==> src/hw/rtl/gni_pkg.sv <==
// Shared constants and types for the Gaussian noise injector.
// No dependencies.
package gni_pkg;

  localparam logic [63:0] DEFAULT_SEED = 64'h0005_149E_11B0_D1ED;
  localparam logic [63:0] GOLDEN_INC   = 64'h9E37_79B9_7F4A_7C15;
  localparam logic [63:0] MIX_MUL1     = 64'hBF58_476D_1CE4_E5B9;
  localparam logic [63:0] MIX_MUL2     = 64'h94D0_49BB_1331_11EB;

  localparam logic [31:0] TWO_LN2_Q30 = 32'd1488522236;
  localparam logic [31:0] SIN_A1      = 32'd1686629713;
  localparam logic [31:0] SIN_A3      = 32'd693598668;
  localparam logic [31:0] SIN_A5      = 32'd85569306;
  localparam logic [31:0] SIN_A7      = 32'd5026995;
  localparam logic [31:0] SIN_A9      = 32'd172272;

  // register indexes
  localparam logic REG_SEED  = 1'b0;
  localparam logic REG_SIGMA = 1'b1;

  localparam int unsigned UNI_BITS = 24;

  typedef struct packed {
    logic [UNI_BITS-1:0] m2;
    logic [UNI_BITS-1:0] m1;
  } draw_t;

endpackage

==> src/hw/rtl/gni_draw.sv <==
// Front end: takes a request, advances the splitmix64 counter twice and
// mixes each draw on one shared 32x32 multiplier. Uses gni_pkg.
module gni_draw import gni_pkg::*; #(
  parameter int unsigned SAMPLE_BITS = 16
) (
  input  logic                   clk_i,
  input  logic                   rst_ni,
  input  logic                   seed_we_i,
  input  logic [63:0]            seed_i,
  input  logic                   push_i,
  output logic                   full_o,
  input  logic [SAMPLE_BITS-1:0] sample_i,
  output logic                   out_valid_o,
  input  logic                   out_ready_i,
  output logic [SAMPLE_BITS-1:0] out_sample_o,
  output draw_t                  out_draw_o
);

  typedef enum logic [2:0] {
    F_IDLE = 3'b001,
    F_MUL  = 3'b010,
    F_PUSH = 3'b100
  } fstate_e;

  fstate_e state_q, state_d;
  logic [63:0] ctr_q, ctr_d;
  logic [1:0]  pp_q, pp_d;
  logic        mix2_q, mix2_d;
  logic        draw1_q, draw1_d;
  logic [63:0] z_q, z_d;
  logic [63:0] acc_q, acc_d;
  logic [SAMPLE_BITS-1:0] smp_q, smp_d;
  logic [UNI_BITS-1:0]    m1_q, m1_d, m2_q, m2_d;

  logic [63:0] nxt_ctr, kmul, acc_new, zf;
  logic [31:0] a_op, b_op;
  logic [63:0] prod;
  logic [UNI_BITS-1:0] mval;

  assign nxt_ctr = ctr_q + GOLDEN_INC;
  assign kmul    = mix2_q ? MIX_MUL2 : MIX_MUL1;
  // low 64 bits of z * k from three partial products
  assign a_op    = (pp_q == 2'd2) ? z_q[63:32] : z_q[31:0];
  assign b_op    = (pp_q == 2'd1) ? kmul[63:32] : kmul[31:0];
  assign prod    = a_op * b_op;
  assign acc_new = (pp_q == 2'd0) ? prod : acc_q + {prod[31:0], 32'd0};
  assign zf      = acc_new ^ (acc_new >> 31);
  assign mval    = zf[63:40];

  always_comb begin
    state_d = state_q;
    ctr_d   = ctr_q;
    pp_d    = pp_q;
    mix2_d  = mix2_q;
    draw1_d = draw1_q;
    z_d     = z_q;
    acc_d   = acc_q;
    smp_d   = smp_q;
    m1_d    = m1_q;
    m2_d    = m2_q;
    case (state_q)
      F_IDLE: begin
        if (push_i) begin
          ctr_d   = nxt_ctr;
          z_d     = nxt_ctr ^ (nxt_ctr >> 30);
          smp_d   = sample_i;
          pp_d    = 2'd0;
          mix2_d  = 1'b0;
          draw1_d = 1'b0;
          state_d = F_MUL;
        end
      end
      F_MUL: begin
        acc_d = acc_new;
        if (pp_q != 2'd2) begin
          pp_d = pp_q + 2'd1;
        end else begin
          pp_d = 2'd0;
          if (!mix2_q) begin
            z_d    = acc_new ^ (acc_new >> 27);
            mix2_d = 1'b1;
          end else if (!draw1_q) begin
            // floor the first uniform at 2
            m1_d    = (mval < UNI_BITS'(2)) ? UNI_BITS'(2) : mval;
            ctr_d   = nxt_ctr;
            z_d     = nxt_ctr ^ (nxt_ctr >> 30);
            mix2_d  = 1'b0;
            draw1_d = 1'b1;
          end else begin
            m2_d    = mval;
            state_d = F_PUSH;
          end
        end
      end
      F_PUSH: begin
        if (out_ready_i) begin
          state_d = F_IDLE;
        end
      end
      default: state_d = F_IDLE;
    endcase
    if (seed_we_i) begin
      ctr_d = (seed_i == 64'd0) ? DEFAULT_SEED : seed_i;
    end
  end

  always_ff @(posedge clk_i or negedge rst_ni) begin
    if (!rst_ni) begin
      state_q <= F_IDLE;
      ctr_q   <= DEFAULT_SEED;
      pp_q    <= 2'd0;
      mix2_q  <= 1'b0;
      draw1_q <= 1'b0;
    end else begin
      state_q <= state_d;
      ctr_q   <= ctr_d;
      pp_q    <= pp_d;
      mix2_q  <= mix2_d;
      draw1_q <= draw1_d;
    end
  end

  always_ff @(posedge clk_i) begin
    z_q   <= z_d;
    acc_q <= acc_d;
    smp_q <= smp_d;
    m1_q  <= m1_d;
    m2_q  <= m2_d;
  end

  assign full_o        = (state_q != F_IDLE);
  assign out_valid_o   = (state_q == F_PUSH);
  assign out_sample_o  = smp_q;
  assign out_draw_o.m1 = m1_q;
  assign out_draw_o.m2 = m2_q;

endmodule

==> config.mk <==
export PLATFORM = sky130hd
export DESIGN_NAME = gni_draw
export DESIGN_NICKNAME = d
export VERILOG_FILES = /design/src/hw/rtl/gni_pkg.sv /design/src/hw/rtl/gni_draw.sv
export SDC_FILE = /design/constraint.sdc
export NUM_CORES = 2
export LEC_CHECK = 0
export ABC_AREA = 1
export BUFFER_PORTS_ARGS = -buffer_cell sky130_fd_sc_hd__buf_2
export CAP_MARGIN = 40
export CORE_ASPECT_RATIO = 1.4
export CORE_UTILIZATION = 30
export DETAILED_ROUTE_END_ITERATION = 10
export GPL_TIMING_DRIVEN = 0
export MAX_ROUTING_LAYER = met4
export PLACE_DENSITY = 0.51
export SETUP_SLACK_MARGIN = 0.1
export SYNTH_ARGS = -nofsm -noshare
export SYNTH_HDL_FRONTEND = slang
export SYNTH_SLANG_ARGS = --single-unit
==> constraint.sdc <==
create_clock -name clk_i -period 12.1 [get_ports clk_i]
set_input_delay 0.605 -clock clk_i [delete_from_list [all_inputs] [get_ports clk_i]]
set_output_delay 0.605 -clock clk_i [all_outputs]
set_load 0.02 [all_outputs]
==> summary.txt <==
Clocking
  – Sink Count: 263
  – CTS tree: yes
  – CTS root buffer: clkbuf_16
  – CTS buffer count: 25
  – Reg clk slew, reported paths: 80 ps
  – Clk_lat worst skew: 620 ps
  – Htree depth: 1
  – Clock Path Buffers: 3

Synthesis
  – Combinational family with the most area after synthesis: adder cells
  – #FFs+latches synth: 263
  – Multiplexer share of the synthesized area: 0%
  – Area contributors post-synth: fa_1 35%, edfxtp_1 12%, inv_1 12%, ha_1 9.7%, nand2_1 8.4%
  – Xor and xnor fraction of the mapped netlist area: 1.99%
  – Synth Area in Simple Gates: 18.1%
  – Synth cell types: 60
  – Syn avg cell area: 8.15 sq um
  – Seq/Total Area, Yosys: 15.9%
  – Yosys top cell by area: fa_1
  – Syn Nets: 7115
  – Compound-Gate Fraction of Synth Area: 6.61%
  – Synth top area share: 34.6%
  – YS warnings: 0
  – Mapped Area: 47600 sq um
  – Synth Area in Adders: 44.3%
  – Mapped Cells: 5840

Flow run
  – Max_cap viols: 0

Worst setup path
  – Crit Path Max Fanout: 12
  – Setup crit end kind: flip-flop
  – Worst Path Arrival: 12020 ps
  – Max stage delay on crit path: 710 ps
  – Kind of critical path: reg2reg
  – Kind of start point of the critical path: flip-flop
  – CP Data Required Time: 12460 ps
  – Slowest CP cell: ha_1
  – CP dominant cell by count: inv_1

Drt
  – DR iter-0 viols: 2897
  – Via-to-Cell Ratio: 4.88
  – Drt drc: 0
  – DRT Pass-1 Iters: 5
  – Antenna viol nets, final: 0
  – Drt total wl: 226000 um
  – Drt wl/cell: 27.5 um
  – Via count: 40100

GRT
  – Gr ovfl total: 0
  – Largest net degree at the start of global routing: 53
  – Vias in the first global route: 42200
  – First-pass GRT wire length: 315000 um
  – Initial antenna violation count: 7
  – GRT Total Usage: 29.0%

STA
  – Final Hold Vio Count: 0
  – Final worst slack: 435 ps
  – Worst Skew: 26.3 ps
  – Achievable Freq: 0.0857 GHz
  – Total Neg Setup Slack: 0 ps
  – Unrepaired setup endpoints after global routing: no
  – Actual slew at the worst max-slew pin: 966 ps
  – Fin crit period: 11660 ps
  – Final slew viol count: 0
  – Rel. slew slack: 35.6%
  – Final setup vio count: 0
  – Final Cycle Share: 96.4%

Floorplanning
  – Core box area: 157000 sq um
  – Rows: 172
  – Number of top-level design ports: 151
  – Die height: 473 um
  – Die ar.: 160000 sq um
  – Initial Util: 30.3%
  – Die width: 339 um

Finish
  – Area delta synth->final: 12.0%
  – Layout cells sized above 1: 8.54%
  – Final net count: 7380

Place
  – PortBufs: 150
  – Pre-CTS setup slack: -1530 ps
  – GPL Wtd Cong: 1.06
  – DP HPWL: 201000 um

Worst hold path
  – Worst hold path class: in2reg

Run status
  – Status: finished clean
[synth_stat cells, drive strengths merged]
master,n
dfstp,25
a211oi,1
a21oi,216
and2,1
nor3,44
clkbuf,83
o31ai,3
a31o,4
and3,2
fa,822
o21ai,212
nor2,673
or2,20
nand2,1082
a21o,5
buf,46
a221oi,1
xor2,83
inv,1520
nor4,16
o22ai,12
a22oi,31
xnor2,16
a21boi,3
o211ai,7
edfxtp,192
nand4,27
nand3b,12
o32ai,1
o21a,9
a31oi,8
o21bai,20
nor3b,1
o221ai,20
ha,368
dfrtp,46
or4,3
nand3,205
[logic make-up after synthesis]
family	after synthesis
compound gates	553
xor+xnor	99
fa+ha+maj	1190
buf+inv	1649
flops	263
simple gates	2086
[per-layer routing]
metal / up-vias / GRT usage, % / routed length, um
met2: 1432 / 51.2 / 116000
met1: 20000 / 29.8 / 78700
met3: 592 / 2.10 / 8930
met5: - / - / 0
li1: 18100 / - / -
met4: 0 / 23.2 / 22600
[final cells by class]
| cell class | count | area [sq um] |
|---|---|---|
| plain buffers | 128 | 551 |
| inverters | 1520 | 5710 |
| clock inverters | 16 | 246 |
| diodes | 5 | 12.5 |
| clock buffers | 30 | 686 |
| fillers | 16900 | 104000 |
| multi-input cells | 3928 | 34100 |
| well taps | 2088 | 2610 |
| repair buffers | 239 | 1740 |
| flip-flops and latches | 263 | 7570 |
[layout by cell type (no fill, tap or decap), types with 28 or more instances in the layout]
master,n
a22oi_1,30
buf_6,31
nand3_1,191
nor3_1,38
buf_4,30
nand2_1,1052
xor2_1,60
o21ai_1,28
nor2_1,643
fa_1,822
clkbuf_1,75
a21oi_1,205
dfrtp_1,46
inv_1,1495
o21ai_0,174
ha_1,366
buf_2,184
edfxtp_1,192
[worst max-delay path, delay by kind of cell, from the launching register on]
| family | cells | cell delay [ps] |
|---|---|---|
| AO/OA/AOI/OAI | 5 | 930 |
| XOR/XNOR | 2 | 530 |
| adder cells (fa/ha/maj) | 11 | 5410 |
| flip-flops | 1 | 400 |
| buffers and inverters | 15 | 2300 |
| AND/OR/NAND/NOR | 11 | 1780 |
[through the flow]
step	instances	utilization [%]	cell area (sq um)	hold slack, ps
2_1_floorplan	5840	-	47600	309
6_report	8217	33.9	53300	177
5_1_grt	8215	33.9	53300	164
3_3_place_gp	8078	32.4	50900	490
4_1_cts	8209	33.8	53100	138
3_5_place_dp	8162	33.1	51900	503
[flip-flops by register name, summed over array words and instances, names as in the netlist]
| register | cells |
|---|---|
| ctr_q | 64 |
| m1_q | 24 |
| m2_q | 24 |
| acc_q | 64 |
| state_q | 3 |
| draw1_q | 1 |
| mix2_q | 1 |
| z_q | 64 |
| out_sample_o | 16 |
| pp_q | 2 |
[what timing repair did]
action | in CTS | in global routing
hold buffers | 1 | 0
hold endpoints to repair | 15 | 0
setup endpoints to repair | 78 | 27
buffers inserted | 0 | 3
pin swaps | 0 | 1
resized for setup | 38 | 49
[worst paths after layout]
path                        startpoint         endpoint  slack (ps)  cells after the start
max                            pp_q[0]          z_q[36]         440                     44
min                        sample_i[8]  out_sample_o[8]         180                      1
max reg2reg                    pp_q[0]          z_q[36]         440                     44
min reg2reg                   ctr_q[8]         ctr_q[8]         530                      2
max in group asynchronous       rst_ni         ctr_q[2]       10970                      3
min in group asynchronous       rst_ni        ctr_q[56]         460                      2
Power is left out: the tool's default activity adds up to more than one toggle a clock period on the data nets, which glitch-free logic cannot reach.
