**config.mk**
```make
export PLATFORM = sky130hd
export DESIGN_NAME = gni_fifo
export DESIGN_NICKNAME = d
export VERILOG_FILES = /design/src/hw/rtl/gni_fifo.sv
export SDC_FILE = /design/constraint.sdc
export NUM_CORES = 1
export LEC_CHECK = 0
export ABC_AREA = 1
export BUFFER_PORTS_ARGS = -buffer_cell sky130_fd_sc_hd__buf_2
export CORE_MARGIN = 4
export CORE_UTILIZATION = 40
export CTS_CLUSTER_DIAMETER = 120
export DETAILED_ROUTE_END_ITERATION = 10
export PLACE_DENSITY_LB_ADDON = 0.05
export SYNTH_ARGS = -nofsm -noshare
export SYNTH_HDL_FRONTEND = slang
export SYNTH_SLANG_ARGS = --single-unit
```
**constraint.sdc**
```tcl
create_clock -name clk_i -period 5.18 [get_ports clk_i]
set_input_delay 0.518 -clock clk_i [delete_from_list [all_inputs] [get_ports clk_i]]
set_output_delay 0.518 -clock clk_i [all_outputs]
set_load 0.01 [all_outputs]
```
**src/hw/rtl/gni_fifo.sv**
```systemverilog
// Short request queue between front and back end.
// No dependencies.
module gni_fifo #(
  parameter int unsigned W     = 64,
  parameter int unsigned DEPTH = 2
) (
  input  logic         clk_i,
  input  logic         rst_ni,
  input  logic         wr_valid_i,
  output logic         wr_ready_o,
  input  logic [W-1:0] wr_data_i,
  output logic         rd_valid_o,
  input  logic         rd_ready_i,
  output logic [W-1:0] rd_data_o
);

  localparam int unsigned PW = (DEPTH > 1) ? $clog2(DEPTH) : 1;
  localparam int unsigned CW = $clog2(DEPTH + 1);

  logic [W-1:0]  mem_q [DEPTH];
  logic [PW-1:0] wp_q, rp_q;
  logic [CW-1:0] cnt_q;
  logic          do_wr, do_rd;

  assign wr_ready_o = (cnt_q != CW'(DEPTH));
  assign rd_valid_o = (cnt_q != '0);
  assign do_wr      = wr_valid_i && wr_ready_o;
  assign do_rd      = rd_valid_o && rd_ready_i;
  assign rd_data_o  = mem_q[rp_q];

  always_ff @(posedge clk_i or negedge rst_ni) begin
    if (!rst_ni) begin
      wp_q  <= '0;
      rp_q  <= '0;
      cnt_q <= '0;
    end else begin
      if (do_wr) begin
        wp_q <= (wp_q == PW'(DEPTH - 1)) ? '0 : wp_q + PW'(1);
      end
      if (do_rd) begin
        rp_q <= (rp_q == PW'(DEPTH - 1)) ? '0 : rp_q + PW'(1);
      end
      if (do_wr && !do_rd) begin
        cnt_q <= cnt_q + CW'(1);
      end else if (do_rd && !do_wr) begin
        cnt_q <= cnt_q - CW'(1);
      end
    end
  end

  always_ff @(posedge clk_i) begin
    if (do_wr) begin
      mem_q[wp_q] <= wr_data_i;
    end
  end

endmodule

```
==> results_dict.tcl, run 1 <==
set metrics [dict create \
    status "finished, final reports clean" \
    synthMuxAreaShare 0 \
    fin_area_um2 6220 \
    antenna_found_initial 2 \
    fin_skew_ns 0.00428 \
    final_antenna_net_count 0 \
    fin_ws_ns 2.65 \
    r2r-end "mem_q[0][29]" \
    drive_gt1_frac 0.322 \
    synthSimpleGateAreaFrac 0.161 \
    ioPinCount 134 \
    first_pass_iters 4 \
    clkTransAtPathRegs_ns 0.05 \
    syn_inst 363 \
    clockRootBuffer "clkbuf_16" \
    async_flop_share 0.0303 \
    yosysTopAreaCell "edfxtp_1" \
    fillers 1071 \
    cp-start-kind "flop" \
    power_uw 3660 \
    cp_max_fo 41 \
    synth_top_family_by_area "simple AND/OR/NAND/NOR gates" \
    die_w_um 118 \
    synth_top_area_share 0.789 \
    dp_slack_ns 2.73 \
    tns_ns 0 \
    grt_pass1_vias 2958 \
    hold_depth 1 \
    synth_edf_count 128 \
    clkSinkCount 132 \
    holdPathEnd "mem_q[0][14]" \
    p_leak_uw 0.00271 \
    netlist_area_um2 4870 \
    drv_slew 0 \
    syn_avg_cell_area_um2 13.4 \
    syn2layout_area_growth_pct 27.6 \
    io_buffers 133 \
    timing.max_cap.violations 0 \
    hold_viol 0 \
    worst_r2r_path_depth 5 \
    finalCritPeriodShare 0.488 \
    synth_compound_area_frac 0 \
    pwr_density_cell_nw_per_um2 588 \
    grt_pass1_wl_um 14900 \
    drc_errors 0 \
    post_dp_cell_area_um2 5680 \
    rsz0062_at_grt "false" \
    cts_tree "done" \
    numCtsBuffers 17 \
    hold_start "wr_data_i[14]" \
    vias 3042 \
    die-area_um2 14000 \
    critPathCaptureType "output pin" \
    synth_cell_types 13 \
    vdd_drop_max_mv 0.355 \
    ys_warn_count 0 \
    cts_hold_buf 1 \
    yosysMostFrequentCell "nand2_1" \
    yosys-top-cells-area "edfxtp_1 (79%), nand2_1 (16%), dfrtp_1 (2.1%)" \
    dpl.hpwl_um 5890 \
    grt_usage 0.141 \
    grt_overflow 0 \
    ys_seq_area_frac 0.809 \
    grt_max_degree 66 \
    yosys.area_share.adder 0.00257 \
    r2r_start "cnt_q[0]" \
    initial_core_util 0.407 \
    die_h_um 118 \
    hold_slack_ns 0.298 \
    maxSlewHeadroom 0.503 \
    ys.flop_type "edfxtp_1" \
    synth-xor-area-share 0.00360 \
    ctsHtreeMaxLevel 4 \
    wl_per_cell_um 14.4 \
    finalCriticalPeriod_ns 2.53 \
    synthTopCellsByCount "nand2_1 (202), edfxtp_1 (128), buf_4 (8)" \
    multi_input_area_um2 827 \
    max-clock-path-buffers 2 \
    yosys_register_bits 132 \
    nets 575 \
    crit_required_ns 4.66 \
    setup_viol 0 \
    rrSetupSlack_ns 2.85 \
    vias_per_cell 4.57 \
    critPathKind "reg2out" \
    core-area_um2 12000 \
    drt_iter0_drc 118 \
    cp_data_arrival_time_ns 2.01 \
    cts_setup_buffers 0 \
    fmax_mhz 396 \
    clk_latency_ns 0.41 \
    n_antenna_cell 0 \
    worst_slew_pin_slew_ns 0.745 \
    synth_nets 432 \
    hold_class "in2reg" \
    rows 40 \
    place.gp.congestion 0.710 \
    cts_resized 0 \
    drt-total-wl_um 9580 \
    seq_area_um2 3950 \
]
[power by group]
group / switching (uW) / internal, uW / total [uW] / leakage, uW
Sequential: 55.9 / 1460 / 1520 / 0.00124
Clock: 385 / 655 / 1040 / 0.000265
Combinational: 744 / 351 / 1100 / 0.00121
Total: 1190 / 2470 / 3660 / 0.00271
[cells by family (layout without fill, tap and decap cells)]
logic type,count (synthesis),after routing
xor gates and xnor gates,2,2
adders and majority gates,1,1
buffers and inverters,21,177
DFF,132,132
and+or+nand+nor,207,207
[critical path, stage by stage (launching register included)]
cell and delay [ns]:
dfrtp_2 0.40, inv_2 0.35, buf_4 0.50, nand2_1 0.10, nand2_1 0.09, buf_2 0.13
[placed cells by master (no fill, tap or decap), drive strengths merged]
master | netlist | final
nand3 | 2 | 2
clkinv | 0 | 6
ha | 1 | 1
nor2 | 2 | 2
xor2 | 1 | 1
dfrtp | 4 | 4
dlygate4sd3 | 0 | 1
nand4 | 1 | 1
edfxtp | 128 | 128
inv | 7 | 7
xnor2 | 1 | 1
clkbuf | 0 | 26
buf | 14 | 137
nand2 | 202 | 202
[layout make-up]
cell class | count | area share
Clock buffer | 26 | 0.0803
Clock inverter | 6 | 0.00463
Inverter | 7 | 0.00423
Multi-Input combinational cell | 210 | 0.133
Sequential cell | 132 | 0.635
Tap cell | 147 | 0.0296
Timing Repair Buffer | 138 | 0.114
[sequential cells by signal, summed over array words and instances, names as in the netlist]
name   cells
mem_q    128
cnt_q      2
rp_q       1
wp_q       1
[per-stage QoR]
| step | util | std cells |
|---|---|---|
| after CTS | 0.520 | 666 |
| after floorplan | - | 363 |
| after global placement | 0.475 | 633 |
| after detailed placement | 0.475 | 633 |
| after global routing | 0.520 | 666 |
| final | 0.520 | 666 |
[how the worst max path moves through the flow]
stage | from | end | slack (ns) | depth (start not counted)
2_1_floorplan | cnt_q[0] | mem_q[0][0] | 1.34 | 4
3_3_place_gp | wr_valid_i | mem_q[0][53] | 2.73 | 4
3_5_place_dp | wr_valid_i | mem_q[0][53] | 2.73 | 4
4_1_cts | rp_q | rd_data_o[32] | 2.57 | 5
5_1_grt | rp_q | rd_data_o[3] | 2.45 | 5
6_report | rp_q | rd_data_o[49] | 2.65 | 5
[per-layer routing]
layer | global-route usage | wire [um] | share of wire | vias to the layer above
met4 | 0.0586 | 162 | 0.017 | 4
li1 | - | - | - | 1513
met1 | 0.163 | 4070 | 0.43 | 1420
met2 | 0.224 | 4620 | 0.48 | 89
met5 | 0 | 32 | 0.0033 | -
met3 | 0.0708 | 689 | 0.072 | 16
(Power assumes the default switching activity.)
==> run 2: changes to the inputs <==
- ABC_AREA: 1 -> 0
- clock period: 5.18 -> 2.43 ns (I/O delays scaled with it)
==> run 2 against run 1 <==
Effect of this change:
- clock-buffer cell count rose by 1
- first-iteration DRC count up 25%
- sequential share of layout area shrank 2.3 points
- critical path depth decreased by 2
- final area increased by 3.8%
- via count decreased by 17%
- hold slack got worse by 0.27 ns
- die area increased by 2.8%
- clock skew up 0.0014 ns
- worst setup slack worse by 2.4 ns
- final cell count shrank 17%
- global-route usage shrank 1.1 points
- largest cell class unchanged
==> results_dict.tcl, run 2 <==
set metrics [dict create \
    status "finished, final reports clean" \
    first_pass_iters 4 \
    place.gp.congestion 0.702 \
    fmax_mhz 453 \
    power_uw 7980 \
    grt_overflow 0 \
    rsz0062_at_grt "false" \
    cp-start-kind "flop" \
    worst_path_max_delay_cell "dfrtp_4" \
    drv_slew 0 \
    async_flop_share 0.0303 \
    critPathTopFamily "flip-flops" \
    wl_per_cell_um 16.5 \
    dpl.hpwl_um 6060 \
    largest_reg_flops 128 \
    post_dp_cell_area_um2 5900 \
    layout_commonest_cell "buf_2" \
    io_buffers 133 \
    synth_top_area_share 0.766 \
    cp_data_arrival_time_ns 1.96 \
    die_w_um 120 \
    vdd_drop_max_mv 0.604 \
    timing.max_cap.violations 0 \
    vias 2512 \
    ys_seq_area_frac 0.786 \
    clk_latency_ns 0.40 \
    nets 438 \
    yosysMostFrequentCell "edfxtp_1" \
    core-area_um2 12200 \
    hold_class "in2reg" \
    synth_cell_types 15 \
    hold_viol 0 \
    slowest_delay_ns 0.73 \
    drive_gt1_frac 0.607 \
    crit_buf_inv 2 \
    drt-total-wl_um 9080 \
    ys_warn_count 0 \
    cts_tree "done" \
    syn_inst 217 \
    cp_max_fo 27 \
    critPathCaptureType "output pin" \
    crit_required_ns 2.19 \
    die_h_um 120 \
    syn2layout_area_growth_pct 28.6 \
    crit_chain "buf_4 > mux2_4 > buf_2" \
    maxSlewHeadroom 0.650 \
    final_antenna_net_count 0 \
    critPathKind "reg2out" \
    ys.flop_type "edfxtp_1" \
    top_regs "mem_q (128), cnt_q (2)" \
    synthTopCellsByCount "edfxtp_1 (128), mux2_4 (50), mux2_2 (14)" \
    fillers 1022 \
    yosysTopAreaCell "edfxtp_1" \
    vias_per_cell 4.56 \
    drt_iter0_drc 148 \
    regMostFlops "mem_q" \
    finalCritPeriodShare 0.908 \
    multi_input_area_um2 1010 \
    cts_resized 0 \
    clkSinkCount 132 \
    yosys_register_bits 132 \
    ioPinCount 134 \
    max-clock-path-buffers 2 \
    initial_core_util 0.413 \
    rows 40 \
    grt_pass1_vias 2592 \
    synth_nets 286 \
    die-area_um2 14400 \
    ctsHtreeMaxLevel 4 \
    worst_slew_pin_slew_ns 0.525 \
    setup_viol 0 \
    grt_max_degree 44 \
    p_leak_uw 0.00258 \
    pwr_density_cell_nw_per_um2 1240 \
    grt_usage 0.130 \
    final_core_util 0.531 \
    synth_edf_count 128 \
    clkTransAtPathRegs_ns 0.05 \
    drc_errors 0 \
    seq_area_um2 3950 \
    finalCriticalPeriod_ns 2.21 \
    yosys-top-cells-area "edfxtp_1 (77%), mux2_4 (15%), mux2_2 (3.1%)" \
    antenna_found_initial 1 \
    final_cell_mix "buf_2 (133), edfxtp_1 (128), mux2_4 (50)" \
    fin_area_um2 6450 \
    netlist_area_um2 5020 \
    clockRootBuffer "clkbuf_16" \
    syn_avg_cell_area_um2 23.1 \
    tns_ns 0 \
    fin_skew_ns 0.00573 \
    numCtsBuffers 17 \
    grt_pass1_wl_um 13800 \
]
## run 2: cell types whose count changed after synthesis, sizes merged, moves of 2 or more
cell / previous run / this run
xnor2: 1 / 3
inv: 7 / 1
nand3: 2 / 0
nand2: 202 / 2
mux2: 0 / 64
buf: 14 / 7
## run 2: kinds of logic (layout without fill, tap and decap cells)
kind of cell  after synthesis  in the layout  share of synthesized area
flops                     132            132                      0.786
fa+ha+maj                   1              1                    0.00249
simple gates                7              7                    0.00673
xor+xnor                    5              5                    0.00873
mux                        64             64                      0.181
other cells                 0              1                          0
buf+inv                     8            173                     0.0152
## run 2: worst paths after layout
path / startpoint / end / slack, ns / cells past startpoint
worst max-delay path: rp_q / rd_data_o[1] / 0.22 / 3
max in group asynchronous: rst_ni / rp_q / 2.10 / 2
min in group asynchronous: rst_ni / cnt_q[1] / 0.19 / 2
worst max register to register: cnt_q[0] / mem_q[0][11] / 0.75 / 4
worst min-delay path: wr_data_i[34] / mem_q[0][34] / 0.03 / 1
worst min register to register: cnt_q[1] / cnt_q[1] / 0.51 / 1
## run 2: timing repair
action                    in CTS  in global routing
hold endpoints to repair       4                  0
setup buffers                  0                  0
hold buffers                   1                  0
## run 2: routing by layer
| layer | GRT usage | part of all wire |
|---|---|---|
| met5 | 0 | 0 |
| met4 | 0.0666 | 0.023 |
| met3 | 0.0551 | 0.079 |
| met2 | 0.216 | 0.52 |
| met1 | 0.142 | 0.37 |
## run 2: cell type report
type,count,share of cell area
multi-input combinational,77,0.156
tap,168,0.0326
timing repair buffer,140,0.116
sequential,132,0.612
clock buffer,27,0.0795
antenna,1,0.000388
clock inverter,5,0.00368
inverter,1,0.000582
## run 2: power breakdown
group          switching, uW  internal [uW]  leakage, uW
Clock                    821           1430     0.000269
Combinational           1130           1240      0.00108
Sequential               248           3120      0.00123
Total                   2200           5790      0.00258
## run 2: through the flow
stage	worst slack [ns]	hold slack [ns]	cells
2_1_floorplan	0.337	-0.0526	217
3_3_place_gp	0.629	0.0539	517
3_5_place_dp	0.610	0.0551	517
4_1_cts	0.166	0.00166	550
5_1_grt	0.127	0.00486	551
6_report	0.222	0.0267	551
