`src/hw/rtl/gni_pkg.sv`:
```
// Shared constants and types for the Gaussian noise injector.
// No dependencies.
package gni_pkg;

  localparam logic [63:0] DEFAULT_SEED = 64'h0005_149E_11B0_D1ED;
  localparam logic [63:0] GOLDEN_INC   = 64'h9E37_79B9_7F4A_7C15;
  localparam logic [63:0] MIX_MUL1     = 64'hBF58_476D_1CE4_E5B9;
  localparam logic [63:0] MIX_MUL2     = 64'h94D0_49BB_1331_11EB;

  localparam logic [31:0] TWO_LN2_Q30 = 32'd1488522236;
  localparam logic [31:0] SIN_A1      = 32'd1686629713;
  localparam logic [31:0] SIN_A3      = 32'd693598668;
  localparam logic [31:0] SIN_A5      = 32'd85569306;
  localparam logic [31:0] SIN_A7      = 32'd5026995;
  localparam logic [31:0] SIN_A9      = 32'd172272;

  // register indexes
  localparam logic REG_SEED  = 1'b0;
  localparam logic REG_SIGMA = 1'b1;

  localparam int unsigned UNI_BITS = 24;

  typedef struct packed {
    logic [UNI_BITS-1:0] m2;
    logic [UNI_BITS-1:0] m1;
  } draw_t;

endpackage

```
`src/hw/rtl/gni_core.sv`:
```
// Back end: Box-Muller sequencer (log by squaring, bit-serial sqrt, Horner
// sine, scaling and saturation) on one shared multiplier. Uses gni_pkg.
module gni_core import gni_pkg::*; #(
  parameter int unsigned SAMPLE_BITS = 16,
  parameter int unsigned FRAC_BITS   = 12
) (
  input  logic                   clk_i,
  input  logic                   rst_ni,
  input  logic                   sig_we_i,
  input  logic [FRAC_BITS-1:0]   sig_i,
  input  logic                   in_valid_i,
  output logic                   in_ready_o,
  input  logic [SAMPLE_BITS-1:0] in_sample_i,
  input  draw_t                  in_draw_i,
  output logic                   empty_o,
  input  logic                   pop_i,
  output logic [SAMPLE_BITS-1:0] noisy_o,
  output logic [SAMPLE_BITS-1:0] normal_o,
  output logic                   sat_o
);

  localparam int unsigned SB  = SAMPLE_BITS;
  localparam int unsigned FB  = FRAC_BITS;
  localparam int unsigned RSH = 48 - FRAC_BITS;
  localparam logic [63:0] RND_N = 64'd1 << (RSH - 1);
  localparam logic [63:0] RND_S = 64'd1 << (FB - 1);
  localparam logic [63:0] SMAX64 = {{(65 - SB){1'b0}}, {(SB - 1){1'b1}}};
  localparam logic [SB-1:0] SMAX = {1'b0, {(SB - 1){1'b1}}};
  localparam logic [SB-1:0] SMIN = {1'b1, {(SB - 1){1'b0}}};
  localparam logic signed [SB+1:0] SUM_MAX = {3'b000, {(SB - 1){1'b1}}};
  localparam logic signed [SB+1:0] SUM_MIN = {3'b111, {(SB - 1){1'b0}}};
  localparam logic [FB-1:0] SIG_HALF = {1'b1, {(FB - 1){1'b0}}};
  localparam logic [28:0] LOG_TOP = 29'd402653184;  // 24 in Q24

  typedef enum logic [6:0] {
    C_IDLE  = 7'b0000001,
    C_LOG   = 7'b0000010,
    C_LN2   = 7'b0000100,
    C_SQRT  = 7'b0001000,
    C_SIN   = 7'b0010000,
    C_NORM  = 7'b0100000,
    C_NOISE = 7'b1000000
  } cstate_e;

  cstate_e state_q, state_d;
  logic [4:0]    cnt_q, cnt_d;
  logic [SB-1:0] smp_q, smp_d;
  logic [4:0]    e_q, e_d;
  logic [30:0]   y_q, y_d;
  logic [23:0]   frac_q, frac_d;
  logic [41:0]   n_q, n_d, res_q, res_d;
  logic [30:0]   x_q, x_d, x2_q, x2_d, p_q, p_d, c_q, c_d;
  logic          neg_q, neg_d;
  logic [SB-1:0] magn_q, magn_d, normal_q, normal_d;
  logic [FB-1:0] sigma_q;
  logic          ov_q, ov_d;
  logic [SB-1:0] o_noisy_q, o_noisy_d, o_normal_q, o_normal_d;
  logic          o_sat_q, o_sat_d;

  logic [31:0] a_op, b_op, coef, sq, pd32;
  logic [63:0] prod, rnd, mag64;
  logic [4:0]  e_enc;
  logic [21:0] r_lo;
  logic [28:0] v;
  logic [41:0] bitv, trial;
  logic [FB-1:0] sig_c;
  logic [SB-1:0] nmag;
  logic signed [SB+1:0] smp_s, noise_s, sum_s;
  logic        pop_ok;

  assign prod   = a_op * b_op;
  assign sig_c  = (sigma_q > SIG_HALF) ? SIG_HALF : sigma_q;
  assign pop_ok = pop_i && ov_q;
  assign r_lo   = in_draw_i.m2[21:0];

  always_comb begin
    e_enc = 5'd0;
    for (int i = 0; i < UNI_BITS; i++) begin
      if (in_draw_i.m1[i]) begin
        e_enc = 5'(i);
      end
    end
  end

  always_comb begin
    case (cnt_q)
      5'd1:    coef = SIN_A7;
      5'd2:    coef = SIN_A5;
      5'd3:    coef = SIN_A3;
      default: coef = SIN_A1;
    endcase
  end

  always_comb begin
    state_d    = state_q;
    cnt_d      = cnt_q;
    smp_d      = smp_q;
    e_d        = e_q;
    y_d        = y_q;
    frac_d     = frac_q;
    n_d        = n_q;
    res_d      = res_q;
    x_d        = x_q;
    x2_d       = x2_q;
    p_d        = p_q;
    c_d        = c_q;
    neg_d      = neg_q;
    magn_d     = magn_q;
    normal_d   = normal_q;
    ov_d       = ov_q && !pop_ok;
    o_noisy_d  = o_noisy_q;
    o_normal_d = o_normal_q;
    o_sat_d    = o_sat_q;
    in_ready_o = 1'b0;
    a_op       = 32'd0;
    b_op       = 32'd0;
    sq         = prod[61:30];
    pd32       = coef - prod[61:30];
    v          = LOG_TOP - {e_q, frac_q};
    bitv       = 42'd1 << {cnt_q, 1'b0};
    trial      = res_q + bitv;
    rnd        = prod + RND_N;
    mag64      = rnd >> RSH;
    nmag       = '0;
    smp_s      = {{2{smp_q[SB-1]}}, smp_q};
    noise_s    = '0;
    sum_s      = '0;
    case (state_q)
      C_IDLE: begin
        in_ready_o = 1'b1;
        if (in_valid_i) begin
          smp_d  = in_sample_i;
          e_d    = e_enc;
          y_d    = 31'(in_draw_i.m1) << (5'd30 - e_enc);
          frac_d = 24'd0;
          cnt_d  = 5'd0;
          // quadrants 0 and 2 use the mirrored angle
          if (!in_draw_i.m2[22]) begin
            x_d = {23'h400000 - {1'b0, r_lo}, 8'd0};
          end else begin
            x_d = {1'b0, r_lo, 8'd0};
          end
          neg_d   = in_draw_i.m2[23] ^ in_draw_i.m2[22];
          state_d = C_LOG;
        end
      end
      C_LOG: begin
        // one fraction bit of log2 per squaring
        a_op   = {1'b0, y_q};
        b_op   = {1'b0, y_q};
        y_d    = sq[31] ? sq[31:1] : sq[30:0];
        frac_d = {frac_q[22:0], sq[31]};
        if (cnt_q == 5'd23) begin
          state_d = C_LN2;
        end else begin
          cnt_d = cnt_q + 5'd1;
        end
      end
      C_LN2: begin
        a_op    = 32'(v);
        b_op    = TWO_LN2_Q30;
        n_d     = {prod[59:30], 12'd0};
        res_d   = 42'd0;
        cnt_d   = 5'd20;
        state_d = C_SQRT;
      end
      C_SQRT: begin
        if (n_q >= trial) begin
          n_d   = n_q - trial;
          res_d = (res_q >> 1) + bitv;
        end else begin
          res_d = res_q >> 1;
        end
        if (cnt_q == 5'd0) begin
          state_d = C_SIN;
        end else begin
          cnt_d = cnt_q - 5'd1;
        end
      end
      C_SIN: begin
        cnt_d = cnt_q + 5'd1;
        if (cnt_q == 5'd0) begin
          a_op = {1'b0, x_q};
          b_op = {1'b0, x_q};
          x2_d = prod[60:30];
          p_d  = SIN_A9[30:0];
        end else if (cnt_q == 5'd5) begin
          a_op    = {1'b0, x_q};
          b_op    = {1'b0, p_q};
          c_d     = prod[60:30];
          state_d = C_NORM;
        end else begin
          a_op = {1'b0, x2_q};
          b_op = {1'b0, p_q};
          p_d  = pd32[30:0];
        end
      end
      C_NORM: begin
        a_op = {11'd0, res_q[20:0]};
        b_op = {1'b0, c_q};
        if (mag64 > SMAX64) begin
          magn_d = neg_q ? SMIN : SMAX;
        end else begin
          magn_d = mag64[SB-1:0];
        end
        normal_d = neg_q ? -magn_d : magn_d;
        state_d  = C_NOISE;
      end
      C_NOISE: begin
        a_op    = 32'(magn_q);
        b_op    = 32'(sig_c);
        rnd     = prod + RND_S;
        mag64   = rnd >> FB;
        nmag    = mag64[SB-1:0];
        noise_s = neg_q ? -$signed({2'b00, nmag}) : $signed({2'b00, nmag});
        sum_s   = smp_s + noise_s;
        if (!ov_q || pop_ok) begin
          ov_d       = 1'b1;
          o_normal_d = normal_q;
          if (sum_s > SUM_MAX) begin
            o_noisy_d = SMAX;
            o_sat_d   = 1'b1;
          end else if (sum_s < SUM_MIN) begin
            o_noisy_d = SMIN;
            o_sat_d   = 1'b1;
          end else begin
            o_noisy_d = sum_s[SB-1:0];
            o_sat_d   = 1'b0;
          end
          state_d = C_IDLE;
        end
      end
      default: state_d = C_IDLE;
    endcase
  end

  always_ff @(posedge clk_i or negedge rst_ni) begin
    if (!rst_ni) begin
      state_q <= C_IDLE;
      cnt_q   <= 5'd0;
      ov_q    <= 1'b0;
      sigma_q <= '0;
    end else begin
      state_q <= state_d;
      cnt_q   <= cnt_d;
      ov_q    <= ov_d;
      if (sig_we_i) begin
        sigma_q <= sig_i;
      end
    end
  end

  always_ff @(posedge clk_i) begin
    smp_q      <= smp_d;
    e_q        <= e_d;
    y_q        <= y_d;
    frac_q     <= frac_d;
    n_q        <= n_d;
    res_q      <= res_d;
    x_q        <= x_d;
    x2_q       <= x2_d;
    p_q        <= p_d;
    c_q        <= c_d;
    neg_q      <= neg_d;
    magn_q     <= magn_d;
    normal_q   <= normal_d;
    o_noisy_q  <= o_noisy_d;
    o_normal_q <= o_normal_d;
    o_sat_q    <= o_sat_d;
  end

  assign empty_o  = !ov_q;
  assign noisy_o  = o_noisy_q;
  assign normal_o = o_normal_q;
  assign sat_o    = o_sat_q;

endmodule

```
`config.mk`:
```
export PLATFORM = sky130hd
export DESIGN_NAME = gni_core
export DESIGN_NICKNAME = d
export VERILOG_FILES = /design/src/hw/rtl/gni_pkg.sv /design/src/hw/rtl/gni_core.sv
export SDC_FILE = /design/constraint.sdc
export NUM_CORES = 2
export LEC_CHECK = 0
export BUFFER_PORTS_ARGS = -buffer_cell sky130_fd_sc_hd__clkbuf_2
export CORE_ASPECT_RATIO = 0.5
export CORE_MARGIN = 4
export CORE_UTILIZATION = 40
export CTS_CLUSTER_DIAMETER = 80
export DETAILED_ROUTE_END_ITERATION = 12
export HOLD_SLACK_MARGIN = 0.08
export PLACE_DENSITY = 0.64
export SYNTH_ARGS = -nofsm -noshare
export SYNTH_HDL_FRONTEND = slang
export SYNTH_SLANG_ARGS = --single-unit
```
`constraint.sdc`:
```
create_clock -name clk_i -period 15.7 [get_ports clk_i]
set_input_delay 3.14 -clock clk_i [delete_from_list [all_inputs] [get_ports clk_i]]
set_output_delay 3.14 -clock clk_i [all_outputs]
set_load 0.005 [all_outputs]
```
==> run metrics <==
Clock transition at path regs=60 ps; Post-synth EDFFs=341; Inserted Clock Buffers=43; post-synthesis cell type count=94; clk_lat worst skew=between 600 and 700 ps; sequential share of power=between 40% and 50%; Comb pwr share=6.4%; Top FF cell, synth=edfxtp_1; Sw Ratio=between 20% and 30%; Core Util, Final=44.0%; fmax=0.0670 GHz; Residual DRC=0; Critical Path AT=15250 ps; crit path launch type=register; Critical Path RT=between 15000 and 20000 ps; Cell Rows=96; vias=45705; storage element area=0.0109 mm²; leakage=roughly 28 nW; ys async rst share=under 10%; final setup violation count=0; # hold bufs at CTS=0; CP Max Fanout=55; max-cap violations=0; Power Total=0.00228 W; sequential share of the synthesized area=19.3%; PD cells=roughly 37 mW/mm²; IO Pins=about 120; Clock Tree Buf Depth=3; Sw Pwr=0.000537 W; TritonRoute pass-1 iters=8; Max IR drop VDD=0.0698 mV; crit path kind=reg2reg; H-tree levels=2; internal power=0.00174 W; DRT iter0 DRCs=4810; placed cells=~8100; CTS tree=done; # Post-CTS Setup Buffers=0; Final Worst Setup Slack=771 ps; CP Capture Type=register; Syn Nets=7594; Min-Delay Path Class=reg2reg; core region area=0.138 mm²; part of the cycle the worst path needs=95.1%; fin crit period=between 10000 and 15000 ps; Port Buffers=115; initial antenna violation count=3; RSZ-0062 raised after global routing=no; Via density=5.58; die height=273 µm; share of cells above drive strength 1=7.40%; #FFs+latches synth=366; Most common cell on crit path=fa_1; Routability Congestion=approximately 1.0; Layout fillers=13360; Routed Antenna Nets=0; YS warnings=0; Die Footprint=~0.15 mm²; Cells after Synth=6279; WL final=185000 µm; final layout net count=7603; Wirelength per Cell=22.6 µm; hpwl dp=151000 µm; P&R area growth vs syn=8.32%; Initial Util=40.6%; Clock Power Share=46.9%; crit path max-delay cell type=buf_4; synthesized area=0.0562 mm²; Die W=538 µm; max_slew headroom=10.7%; Finished Layout Cells=8191; first-pass GRT wire length=283000 µm; crit-path max cell delay=640 ps; vias in the first global route=45416; area of the multi-input gates=0.0409 mm²; outcome=completed; Slew @ Worst Pin=1340 ps; global route overflow=0; pin count of the biggest net entering global routing=91; setup TNS=0 ps; post-cts sizing count=0; pre-CTS setup slack=1260 ps; Slew Viols, Final=0; Final Hold Fails=0; Worst Clk Skew=36.2 ps; Syn Area/Cell=8.96 µm²; CTS Root Cell=clkbuf_16; Total GRT Usage=25.1%; Num Clock Sinks=366
## worst paths after layout
check	slack, ps	start	cells after the start	endpoint
max	770	state_q[6]	46	p_q[26]
min	410	normal_q[4]	0	normal_o[4]
max reg2reg	770	state_q[6]	46	p_q[26]
min reg2reg	410	normal_q[4]	0	normal_o[4]
max in group asynchronous	12600	rst_ni	1	cnt_q[3]
min in group asynchronous	2610	rst_ni	1	state_q[3]
## per-stage QoR
step	instance area, µm²	hold WS (ps)
after floorplan	56200	400
after global placement	59400	402
after detailed placement	59400	405
after CTS	60900	401
after global routing	60900	412
final	60900	405
## area by class of cell
type	count	area share [%]
diodes	6	0.0246
clock buffers	53	1.83
clock inverters	27	0.587
inverters	974	6.00
multi-input cells	4638	67.1
flip-flops and latches	366	17.8
well taps	1862	3.82
repair buffers	265	2.79
## routing by layer
layer	share of wire (%)	GRT usage (%)
met5	0.0070	0
met4	2.6	5.92
met3	12	7.27
met2	42	37.5
met1	43	35.9
## cell usage after synthesis (all sizes together) (22+ instances only)
cell | count | area (µm²)
mux2i | 85 | 851
nand2 | 1009 | 3790
nor2b | 56 | 350
a211oi | 56 | 425
nand4 | 38 | 244
edfxtp | 341 | 10200
buf | 30 | 128
o21ai | 222 | 1110
nand3 | 68 | 340
inv | 971 | 3640
xor2 | 135 | 1180
and3 | 49 | 307
nor2 | 536 | 2010
fa | 839 | 16800
o21bai | 46 | 345
a21oi | 262 | 1310
dfrtp | 24 | 601
and2 | 67 | 419
nand2b | 33 | 206
ha | 395 | 4940
a31o | 22 | 193
xnor2 | 141 | 1250
o31ai | 22 | 165
nor3 | 73 | 375
a31oi | 38 | 238
clkbuf | 271 | 1020
or3 | 26 | 163
a21o | 81 | 608
## state kept, by name (all words and copies together), names as in the netlist, 23 cells and up
register	flops
x_q	23
p_q	31
frac_q	24
y_q	31
c_q	31
x2_q	31
res_q	42
n_q	42
## logic make-up (layout without fill, tap and decap cells)
logic type	count (synthesis)	count (layout)	synth area share (%)
other cells	0	6	0
compound gates	962	962	11.1
mux	106	106	2.01
simple gates	2060	2060	16.1
buf+inv	1275	1319	8.54
fa+ha+maj	1234	1234	38.7
xor+xnor	276	276	4.32
flops	366	366	19.3
## layout by cell type (no fill, tap or decap), drive strengths merged, types with 24 or more instances in the layout
master	netlist	layout
and2	67	67
a211oi	56	56
a31oi	38	38
mux2i	85	85
edfxtp	341	341
ha	395	395
nand4	38	38
xor2	135	135
inv	971	975
nor2b	56	56
and3	49	49
nand3	68	68
o21bai	46	46
nand2b	33	33
o21ai	222	222
or3	26	26
nor2	536	536
a21o	81	81
a21oi	262	262
buf	30	150
dfrtp	24	24
nor3	73	73
clkbuf	271	168
fa	839	839
nand2	1009	1009
xnor2	141	141
## worst max-delay path: cells and delay by family, from the launching register on
kind,cells,cell delay (ps)
adder cells (fa/ha/maj),10,5010
AND/OR/NAND/NOR,9,2130
flip-flops,1,460
buffers and inverters,6,1330
AO/OA/AOI/OAI,21,5630
## power by group through the flow
| stage | registers (W) | logic, W | clock network [W] |
|---|---|---|---|
| global route | 0.00107 | 0.000156 | 0.00112 |
| CTS | 0.00107 | 0.000143 | 0.00108 |
| detailed placement | 0.00109 | 0.000142 | 0 |
| floorplan | 0.00108 | 0.0000858 | 0 |
| global placement | 0.00109 | 0.000142 | 0 |
| finish | 0.00107 | 0.000146 | 0.00107 |
No activity file was read; power rests on OpenSTA's default activity.
